`config.mk`:
```
export PLATFORM = sky130hd
export DESIGN_NAME = bitmap_id_allocator_core
export DESIGN_NICKNAME = d
export VERILOG_FILES = /design/src/hw/rtl/bia_pkg.sv /design/src/hw/rtl/bitmap_id_allocator_core.sv /design/src/hw/rtl/bia_scan.sv
export SDC_FILE = /design/constraint.sdc
export NUM_CORES = 2
export LEC_CHECK = 0
export BUFFER_PORTS_ARGS = -buffer_cell sky130_fd_sc_hd__buf_2
export CAP_MARGIN = 0
export CORE_ASPECT_RATIO = 0.6
export CORE_UTILIZATION = 65
export DETAILED_ROUTE_END_ITERATION = 10
export PLACE_DENSITY = 0.81
export SETUP_SLACK_MARGIN = 0.05
export SYNTH_ARGS = -nofsm -noshare
export SYNTH_HDL_FRONTEND = slang
export SYNTH_SLANG_ARGS = --single-unit
export TNS_END_PERCENT = 100
```
`constraint.sdc`:
```
create_clock -name clk -period 13.2 [get_ports clk]
set_input_delay 1.98 -clock clk [delete_from_list [all_inputs] [get_ports clk]]
set_output_delay 1.98 -clock clk [all_outputs]
set_load 0.02 [all_outputs]
```
`src/hw/rtl/bia_pkg.sv`:
```
// bia_pkg: sizes, command and status codes and sequencer states of the bitmap id allocator
// no dependencies; used by bia_scan, bitmap_id_allocator_core and the testbench
package bia_pkg;

	localparam int MAX_IDS   = 1024;
	localparam int WORD_BITS = 32;
	localparam int NWORDS    = MAX_IDS / WORD_BITS;
	localparam int ID_W      = $clog2(MAX_IDS);
	localparam int BIT_W     = $clog2(WORD_BITS);
	localparam int WAD_W     = $clog2(NWORDS);
	localparam int CNT_W     = $clog2(NWORDS + 1);

	typedef enum logic [1:0] {
		CMD_ALLOC = 2'd0,
		CMD_FREE  = 2'd1,
		CMD_CHECK = 2'd2
	} cmd_t;

	typedef enum logic [1:0] {
		ST_OK   = 2'd0,
		ST_FULL = 2'd1,
		ST_BAD  = 2'd2
	} status_t;

	typedef enum logic [1:0] {
		S_IDLE,
		S_FIRST,
		S_SCAN,
		S_DONE
	} state_t;

	typedef struct packed {
		logic             found;
		logic [BIT_W-1:0] bit_idx;
	} scan_res_t;

endpackage

```
`src/hw/rtl/bitmap_id_allocator_core.sv`:
```
// bitmap_id_allocator_core: top level of the next-fit bitmap id allocator
// depends on bia_pkg and bia_scan
//
// channel  dir  handshake              payload
// in       in   in_valid / in_stall    cmd, req_id
// out      out  out_valid / out_stall  granted_id, status, alive
//
// one command at a time: in_stall is high from the cycle after a transfer until the result
// has moved into the output register
// free and check read the addressed word, an unused command reads none; allocate ends on the
// start word when it has room and else walks on through all 32 bitmap words, one word a
// cycle through the single read port of the bitmap memory and the shared search unit
// reset clears the control state and the per-word valid bits at once: a word not written
// since reset reads as all free, so no clearing pass is needed
// a stalled result stays in the output register while the next command is taken
module bitmap_id_allocator_core (
	input  logic                      clk,
	input  logic                      arst_n,
	input  logic                      in_valid,
	output logic                      in_stall,
	input  logic [1:0]                cmd,
	input  logic [bia_pkg::ID_W-1:0]  req_id,
	output logic                      out_valid,
	input  logic                      out_stall,
	output logic [bia_pkg::ID_W-1:0]  granted_id,
	output logic [1:0]                status,
	output logic                      alive
);

	// sequencer
	bia_pkg::state_t state_q, state_d;

	// command being worked on
	logic [1:0]                 cmd_q;
	logic [bia_pkg::ID_W-1:0]   rid_q;
	logic [bia_pkg::WAD_W-1:0]  elem_q;
	logic [bia_pkg::BIT_W-1:0]  b_q;
	logic [bia_pkg::CNT_W-1:0]  k_q;
	logic [bia_pkg::ID_W-1:0]   lg_q;

	// bitmap memory, one row per word
	logic [bia_pkg::WORD_BITS-1:0] mem [bia_pkg::NWORDS];
	logic [bia_pkg::NWORDS-1:0]    row_vld_q;
	logic [bia_pkg::WORD_BITS-1:0] rdata_q;
	logic                          rvld_q;
	logic [bia_pkg::WAD_W-1:0]     rd_addr_q;
	logic [bia_pkg::WAD_W-1:0]     rd_addr;
	logic [bia_pkg::WORD_BITS-1:0] word;

	// write and result control
	logic                          we;
	logic [bia_pkg::WORD_BITS-1:0] wdata;
	logic                          res_ld;
	logic [bia_pkg::ID_W-1:0]      res_id_d;
	logic [1:0]                    res_st_d;
	logic                          res_alive_d;
	logic                          lg_ld;
	logic                          k_inc;
	logic                          k_first;

	logic [bia_pkg::ID_W-1:0]      res_id_q;
	logic [1:0]                    res_st_q;
	logic                          res_alive_q;

	// output register
	logic                          out_vld_q;
	logic [bia_pkg::ID_W-1:0]      out_id_q;
	logic [1:0]                    out_st_q;
	logic                          out_alive_q;
	logic                          out_ld;

	logic                          in_xfer;
	logic [bia_pkg::ID_W:0]        start_ext;
	logic [bia_pkg::ID_W-1:0]      start_id;
	logic [bia_pkg::BIT_W-1:0]     low_bit;
	logic [bia_pkg::BIT_W-1:0]     rid_bit;
	logic                          rid_used;
	bia_pkg::scan_res_t            scan;

	assign in_stall = (state_q != bia_pkg::S_IDLE);
	assign in_xfer  = in_valid && !in_stall;

	// next-fit start: one past the last grant, back to id 1 past the top
	assign start_ext = {1'b0, lg_q} + (bia_pkg::ID_W + 1)'(1);
	assign start_id  = (start_ext >= (bia_pkg::ID_W + 1)'(bia_pkg::MAX_IDS))
		? bia_pkg::ID_W'(1) : start_ext[bia_pkg::ID_W-1:0];

	// an untouched row reads as all free
	assign word = rvld_q ? rdata_q : '0;

	// only the start word is searched from the start bit upward
	assign low_bit = (state_q == bia_pkg::S_FIRST) ? b_q : '0;

	bia_scan u_scan (
		.word      (word),
		.word_addr (rd_addr_q),
		.low_bit   (low_bit),
		.res       (scan)
	);

	// free and check look at the requested bit; id 0 is never in use
	assign rid_bit  = rid_q[bia_pkg::BIT_W-1:0];
	assign rid_used = word[rid_bit] && (rid_q != '0);

	// read address: one word issued per cycle, its data is registered and used in the next cycle
	always_comb begin
		case (state_q)
			bia_pkg::S_IDLE: begin
				rd_addr = (cmd == bia_pkg::CMD_ALLOC)
					? start_id[bia_pkg::ID_W-1:bia_pkg::BIT_W]
					: req_id[bia_pkg::ID_W-1:bia_pkg::BIT_W];
			end
			bia_pkg::S_FIRST: rd_addr = elem_q + bia_pkg::WAD_W'(1);
			bia_pkg::S_SCAN: begin
				rd_addr = elem_q + k_q[bia_pkg::WAD_W-1:0] + bia_pkg::WAD_W'(1);
			end
			default: rd_addr = rd_addr_q;
		endcase
	end

	always_ff @(posedge clk) begin
		if (we) begin
			mem[rd_addr_q] <= wdata;
		end
		rdata_q <= mem[rd_addr];
	end

	always_ff @(posedge clk or negedge arst_n) begin
		if (!arst_n) begin
			row_vld_q <= '0;
			rvld_q    <= 1'b0;
		end else begin
			if (we) begin
				row_vld_q[rd_addr_q] <= 1'b1;
			end
			rvld_q <= row_vld_q[rd_addr];
		end
	end

	always_ff @(posedge clk) begin
		rd_addr_q <= rd_addr;
	end

	// sequencer register
	always_ff @(posedge clk or negedge arst_n) begin
		if (!arst_n) begin
			state_q <= bia_pkg::S_IDLE;
		end else begin
			state_q <= state_d;
		end
	end

	// next state, bitmap write and result
	always_comb begin
		state_d     = state_q;
		we          = 1'b0;
		wdata       = word;
		res_ld      = 1'b0;
		res_id_d    = '0;
		res_st_d    = bia_pkg::ST_OK;
		res_alive_d = 1'b0;
		lg_ld       = 1'b0;
		k_inc       = 1'b0;
		k_first     = 1'b0;
		out_ld      = 1'b0;
		case (state_q)
			bia_pkg::S_IDLE: begin
				if (in_xfer) begin
					res_ld = 1'b1;
					if (cmd inside {bia_pkg::CMD_ALLOC, bia_pkg::CMD_FREE,
							bia_pkg::CMD_CHECK}) begin
						state_d = bia_pkg::S_FIRST;
					end else begin
						res_st_d = bia_pkg::ST_BAD;
						state_d  = bia_pkg::S_DONE;
					end
				end
			end
			bia_pkg::S_FIRST: begin
				case (cmd_q)
					bia_pkg::CMD_ALLOC: begin
						if (scan.found) begin
							we       = 1'b1;
							wdata    = word | (bia_pkg::WORD_BITS'(1) << scan.bit_idx);
							res_ld   = 1'b1;
							res_id_d = {rd_addr_q, scan.bit_idx};
							lg_ld    = 1'b1;
							state_d  = bia_pkg::S_DONE;
						end else begin
							k_first = 1'b1;
							state_d = bia_pkg::S_SCAN;
						end
					end
					bia_pkg::CMD_FREE: begin
						res_ld = 1'b1;
						if (rid_used) begin
							we    = 1'b1;
							wdata = word & ~(bia_pkg::WORD_BITS'(1) << rid_bit);
						end else begin
							res_st_d = bia_pkg::ST_BAD;
						end
						state_d = bia_pkg::S_DONE;
					end
					default: begin
						res_ld      = 1'b1;
						res_alive_d = rid_used;
						state_d     = bia_pkg::S_DONE;
					end
				endcase
			end
			bia_pkg::S_SCAN: begin
				if (scan.found) begin
					we       = 1'b1;
					wdata    = word | (bia_pkg::WORD_BITS'(1) << scan.bit_idx);
					res_ld   = 1'b1;
					res_id_d = {rd_addr_q, scan.bit_idx};
					lg_ld    = 1'b1;
					state_d  = bia_pkg::S_DONE;
				end else if (k_q == bia_pkg::CNT_W'(bia_pkg::NWORDS)) begin
					// every word walked, start word included in full
					res_ld   = 1'b1;
					res_st_d = bia_pkg::ST_FULL;
					state_d  = bia_pkg::S_DONE;
				end else begin
					k_inc = 1'b1;
				end
			end
			bia_pkg::S_DONE: begin
				if (!out_vld_q || !out_stall) begin
					out_ld  = 1'b1;
					state_d = bia_pkg::S_IDLE;
				end
			end
			default: state_d = bia_pkg::S_IDLE;
		endcase
	end

	// command registers and search counter
	always_ff @(posedge clk) begin
		if (in_xfer) begin
			cmd_q  <= cmd;
			rid_q  <= req_id;
			elem_q <= start_id[bia_pkg::ID_W-1:bia_pkg::BIT_W];
			b_q    <= start_id[bia_pkg::BIT_W-1:0];
		end
		if (k_first) begin
			k_q <= bia_pkg::CNT_W'(1);
		end else if (k_inc) begin
			k_q <= k_q + bia_pkg::CNT_W'(1);
		end
		if (res_ld) begin
			res_id_q    <= res_id_d;
			res_st_q    <= res_st_d;
			res_alive_q <= res_alive_d;
		end
		if (out_ld) begin
			out_id_q    <= res_id_q;
			out_st_q    <= res_st_q;
			out_alive_q <= res_alive_q;
		end
	end

	// last grant, start of the next search
	always_ff @(posedge clk or negedge arst_n) begin
		if (!arst_n) begin
			lg_q <= '0;
		end else if (lg_ld) begin
			lg_q <= res_id_d;
		end
	end

	// output register valid
	always_ff @(posedge clk or negedge arst_n) begin
		if (!arst_n) begin
			out_vld_q <= 1'b0;
		end else if (out_ld) begin
			out_vld_q <= 1'b1;
		end else if (!out_stall) begin
			out_vld_q <= 1'b0;
		end
	end

	assign out_valid  = out_vld_q;
	assign granted_id = out_id_q;
	assign status     = out_st_q;
	assign alive      = out_alive_q;

endmodule

```
`src/hw/rtl/bia_scan.sv`:
```
// bia_scan: shared search unit, finds the lowest grantable free bit of one bitmap word
// depends on bia_pkg
module bia_scan (
	input  logic [bia_pkg::WORD_BITS-1:0] word,
	input  logic [bia_pkg::WAD_W-1:0]     word_addr,
	input  logic [bia_pkg::BIT_W-1:0]     low_bit,
	output bia_pkg::scan_res_t            res
);

	logic [bia_pkg::WORD_BITS-1:0] free_bits;

	// free, at or above the lower bound, and never id 0
	always_comb begin
		for (int i = 0; i < bia_pkg::WORD_BITS; i++) begin
			free_bits[i] = !word[i] && (bia_pkg::BIT_W'(i) >= low_bit)
				&& !(word_addr == '0 && i == 0);
		end
	end

	// priority encode, lowest index wins
	always_comb begin
		res.found   = |free_bits;
		res.bit_idx = '0;
		for (int i = bia_pkg::WORD_BITS - 1; i >= 0; i--) begin
			if (free_bits[i]) begin
				res.bit_idx = bia_pkg::BIT_W'(i);
			end
		end
	end

endmodule

```
==> impl_metrics.toml <==
[sta]
slew_viol_final = 0
worst_pin_slew_ns = 1.43
rsz0062_at_grt = "no"
relSlewSlack_pct = 4.08
period_minus_slack_ns = 6.58
max_freq_mhz = 152
fin_skew_ns = 0.0423
layout_setup_ws_ns = 6.62
setup_viol = 0
layout_worst_path_cycle_share_pct = 49.9
tns_ns = 0
holdWs_ns = 0.425
hold_violations = 0

[cells_and_area]
syn2layout_area_growth_pct = 9.28
final_area_mm2 = 0.0603
finalNetCount = 4149
instances_no_fill = 5339
multi_input_area_mm2 = 0.0199
final_layout_size_suffix_gt1_share_pct = 13.8
seqCellArea_mm2 = 0.0342
fin_util_pct = 72.0
layout_common_cells = "1072 x edfxtp_1, 529 x a221oi_1, 368 x a21oi_1"
num-fill-cells = 5363
layout_commonest_cell = "edfxtp_1"

[clock_network]
cts_tree = "done"
cts_hold_buf = 0
insertion_delay_ns = 0.74
cts_root_buffer = "clkbuf_16"
ctsResizeCount = 0
path_clk_slew_ns = 0.07
postCtsSetupBuffers = 0
cts_buffers = 100
cts-root-to-sink-buffers = 3
cts.htree.levels = 3
cts_sinks = 1161

[placement]
dp.cells = 5152
routabilityCongestion = 1.03
pre_cts_ws_ns = 6.24
dpl_cell_area_mm2 = 0.0568
dp_hpwl_um = 101000
portBuffers = 30

[critical_path]
cp-startpoint = "state_q[0]"
start_kind = "flop"
crit-reg2reg-launch = "state_q[0]"
crit_type = "reg -> reg"
cp_data_arrival_time_ns = 7.18
reg2reg_depth = 14
cp.required_ns = 13.80
r2r_slack_ns = 6.62
crit_path_end = "rdata_q[6]"
path_max_fanout = 181
r2r_end = "rdata_q[6]"
endpoint_kind = "flop"

[floorplanning]
start_util_pct = 65.9
ios = 31
dieWidth_um = 378
rows = 82
dieArea_mm2 = 0.0861
fp.dieH_um = 228
core_mm2 = 0.0837

[pwr]
power.internal_mw = 9.32
cellLeakagePower_nw = 19.8
share_seq_of_total_power_pct = 30.5
p_clk_share_pct = 18.4
p_per_area_mw_per_mm2 = 283
total_power_mw = 17.1
vdd_drop_max_mv = 0.334
power_frac_comb_pct = 51.1
switching_share_pct = 45.4
p_sw_mw = 7.75

[routing]
route.vias.total = 42600
drc_errors = 0
drt-total-wl_um = 181000
wl_per_cell_um = 33.9
first_pass_iters = 7
ant_nets = 0
vias_per_cell = 7.98
drt_iter0_drc = 7597

[logic_synthesis]
ys_warn_count = 0
netlist_area_mm2 = 0.0552
synth_top_area_share_pct = 58.4
ys_seq_area_share_pct = 62.0
synthCells = 4263
synthTopCellsByArea = "edfxtp_1 58%, a221oi_1 8.4%, mux2i_1 4.9%"
async_reset_ff_share_pct = 3.96
synth_edf_count = 1072
synth.avg_cell_area_um2 = 12.9
synth_seq_cells = 1161
synth.net_count = 4292
synth_area_leader_cell = "edfxtp_1"
ys.flop_type = "edfxtp_1"
ys_types = 90

[worst_hold_path]
hold_start = "res_id_q[9]"
min_path_type = "reg -> reg"

[global_routing]
antenna_found_initial = 4
grt_pass1_wl_um = 261000
grt_overflow = 0
grt_pass1_vias = 39100
grt_start_max_net_pins = 182
groute.usage.overall_pct = 41.5

[outcome]
status = "completed"

[flow_run]
max-cap-violations = 0
==> critical path: stages (launching register included) <==
cell	delay (ns)
dfrtp_1	0.47
inv_1	0.12
ha_1	0.47
clkinv_1	0.48
o22ai_4	0.25
buf_12	0.62
a311oi_1	0.10
o32a_1	0.31
inv_6	0.58
buf_4	0.81
buf_4	0.81
nand3_1	0.22
o211ai_1	0.16
nand4_1	0.50
a211o_1	0.42
==> flip-flops by register name, indices dropped and copies added (netlist names), 2 cells and up <==
| signal | cells |
|---|---|
| rd_addr_q | 5 |
| status | 2 |
| state_q | 2 |
| mem | 1024 |
| granted_id | 10 |
| lg_q | 10 |
| rdata_q | 32 |
| k_q | 6 |
| b_q | 5 |
| elem_q | 5 |
| cmd_q | 2 |
| res_st_q | 2 |
| rid_q | 10 |
| res_id_q | 10 |
| row_vld_q | 32 |
==> how the worst min path moves through the flow <==
stage / end / cells past startpoint
6_report: granted_id[9] / 0
5_1_grt: granted_id[8] / 0
4_1_cts: granted_id[8] / 0
3_5_place_dp: granted_id[8] / 0
3_3_place_gp: status[0] / 0
2_1_floorplan: alive / 0
==> cells in the mapped netlist, types with 36 or more instances <==
| library cell | number |
|---|---|
| mux2i_1 | 269 |
| nand3_1 | 307 |
| nor2_1 | 84 |
| clkbuf_1 | 355 |
| edfxtp_1 | 1072 |
| a21oi_1 | 373 |
| dfrtp_1 | 46 |
| nand4_1 | 44 |
| o21ai_0 | 193 |
| a22o_1 | 98 |
| mux2_2 | 132 |
| buf_2 | 36 |
| o211ai_1 | 139 |
| dfxtp_1 | 43 |
| a221oi_1 | 529 |
| nand2_1 | 94 |
| nor3_1 | 57 |
==> kinds of logic (layout without fill, tap and decap cells) <==
| kind of cell | after synthesis | in the layout | synth area share [%] |
|---|---|---|---|
| simple gates | 690 | 690 | 6.34 |
| flops | 1161 | 1161 | 62.0 |
| fa+ha+maj | 13 | 13 | 0.309 |
| mux | 410 | 410 | 7.94 |
| compound gates | 1537 | 1537 | 20.1 |
| buf+inv | 435 | 376 | 3.04 |
| other cells | 0 | 1 | 0 |
| xor+xnor | 17 | 17 | 0.270 |
==> final cells by class <==
class                      instances  area share (%)
sequential                      1161            56.8
multi-input combinational       2667            33.0
clock buffer                     139            4.66
tap                             1134            2.35
timing repair buffer             167            1.98
clock inverter                    47            1.09
inverter                          23           0.156
antenna                            1         0.00415
==> power groups by stage <==
stage / combinational, mW / clock (mW) / sequential, mW
2_1_floorplan: 5.56 / 0 / 5.08
3_3_place_gp: 8.03 / 0 / 5.24
3_5_place_dp: 8.24 / 0 / 5.24
4_1_cts: 8.33 / 3.13 / 5.17
5_1_grt: 9.06 / 3.27 / 5.21
6_report: 8.72 / 3.14 / 5.21
==> layer usage <==
metal  track usage (%)  share of wire, %  wire length [um]
met3              18.0                18             32300
met5             0.333             0.043                77
met2              55.8                41             73300
met1              58.1                37             66200
met4              19.0               5.1              9150
Power figures use the tool's default switching activity.
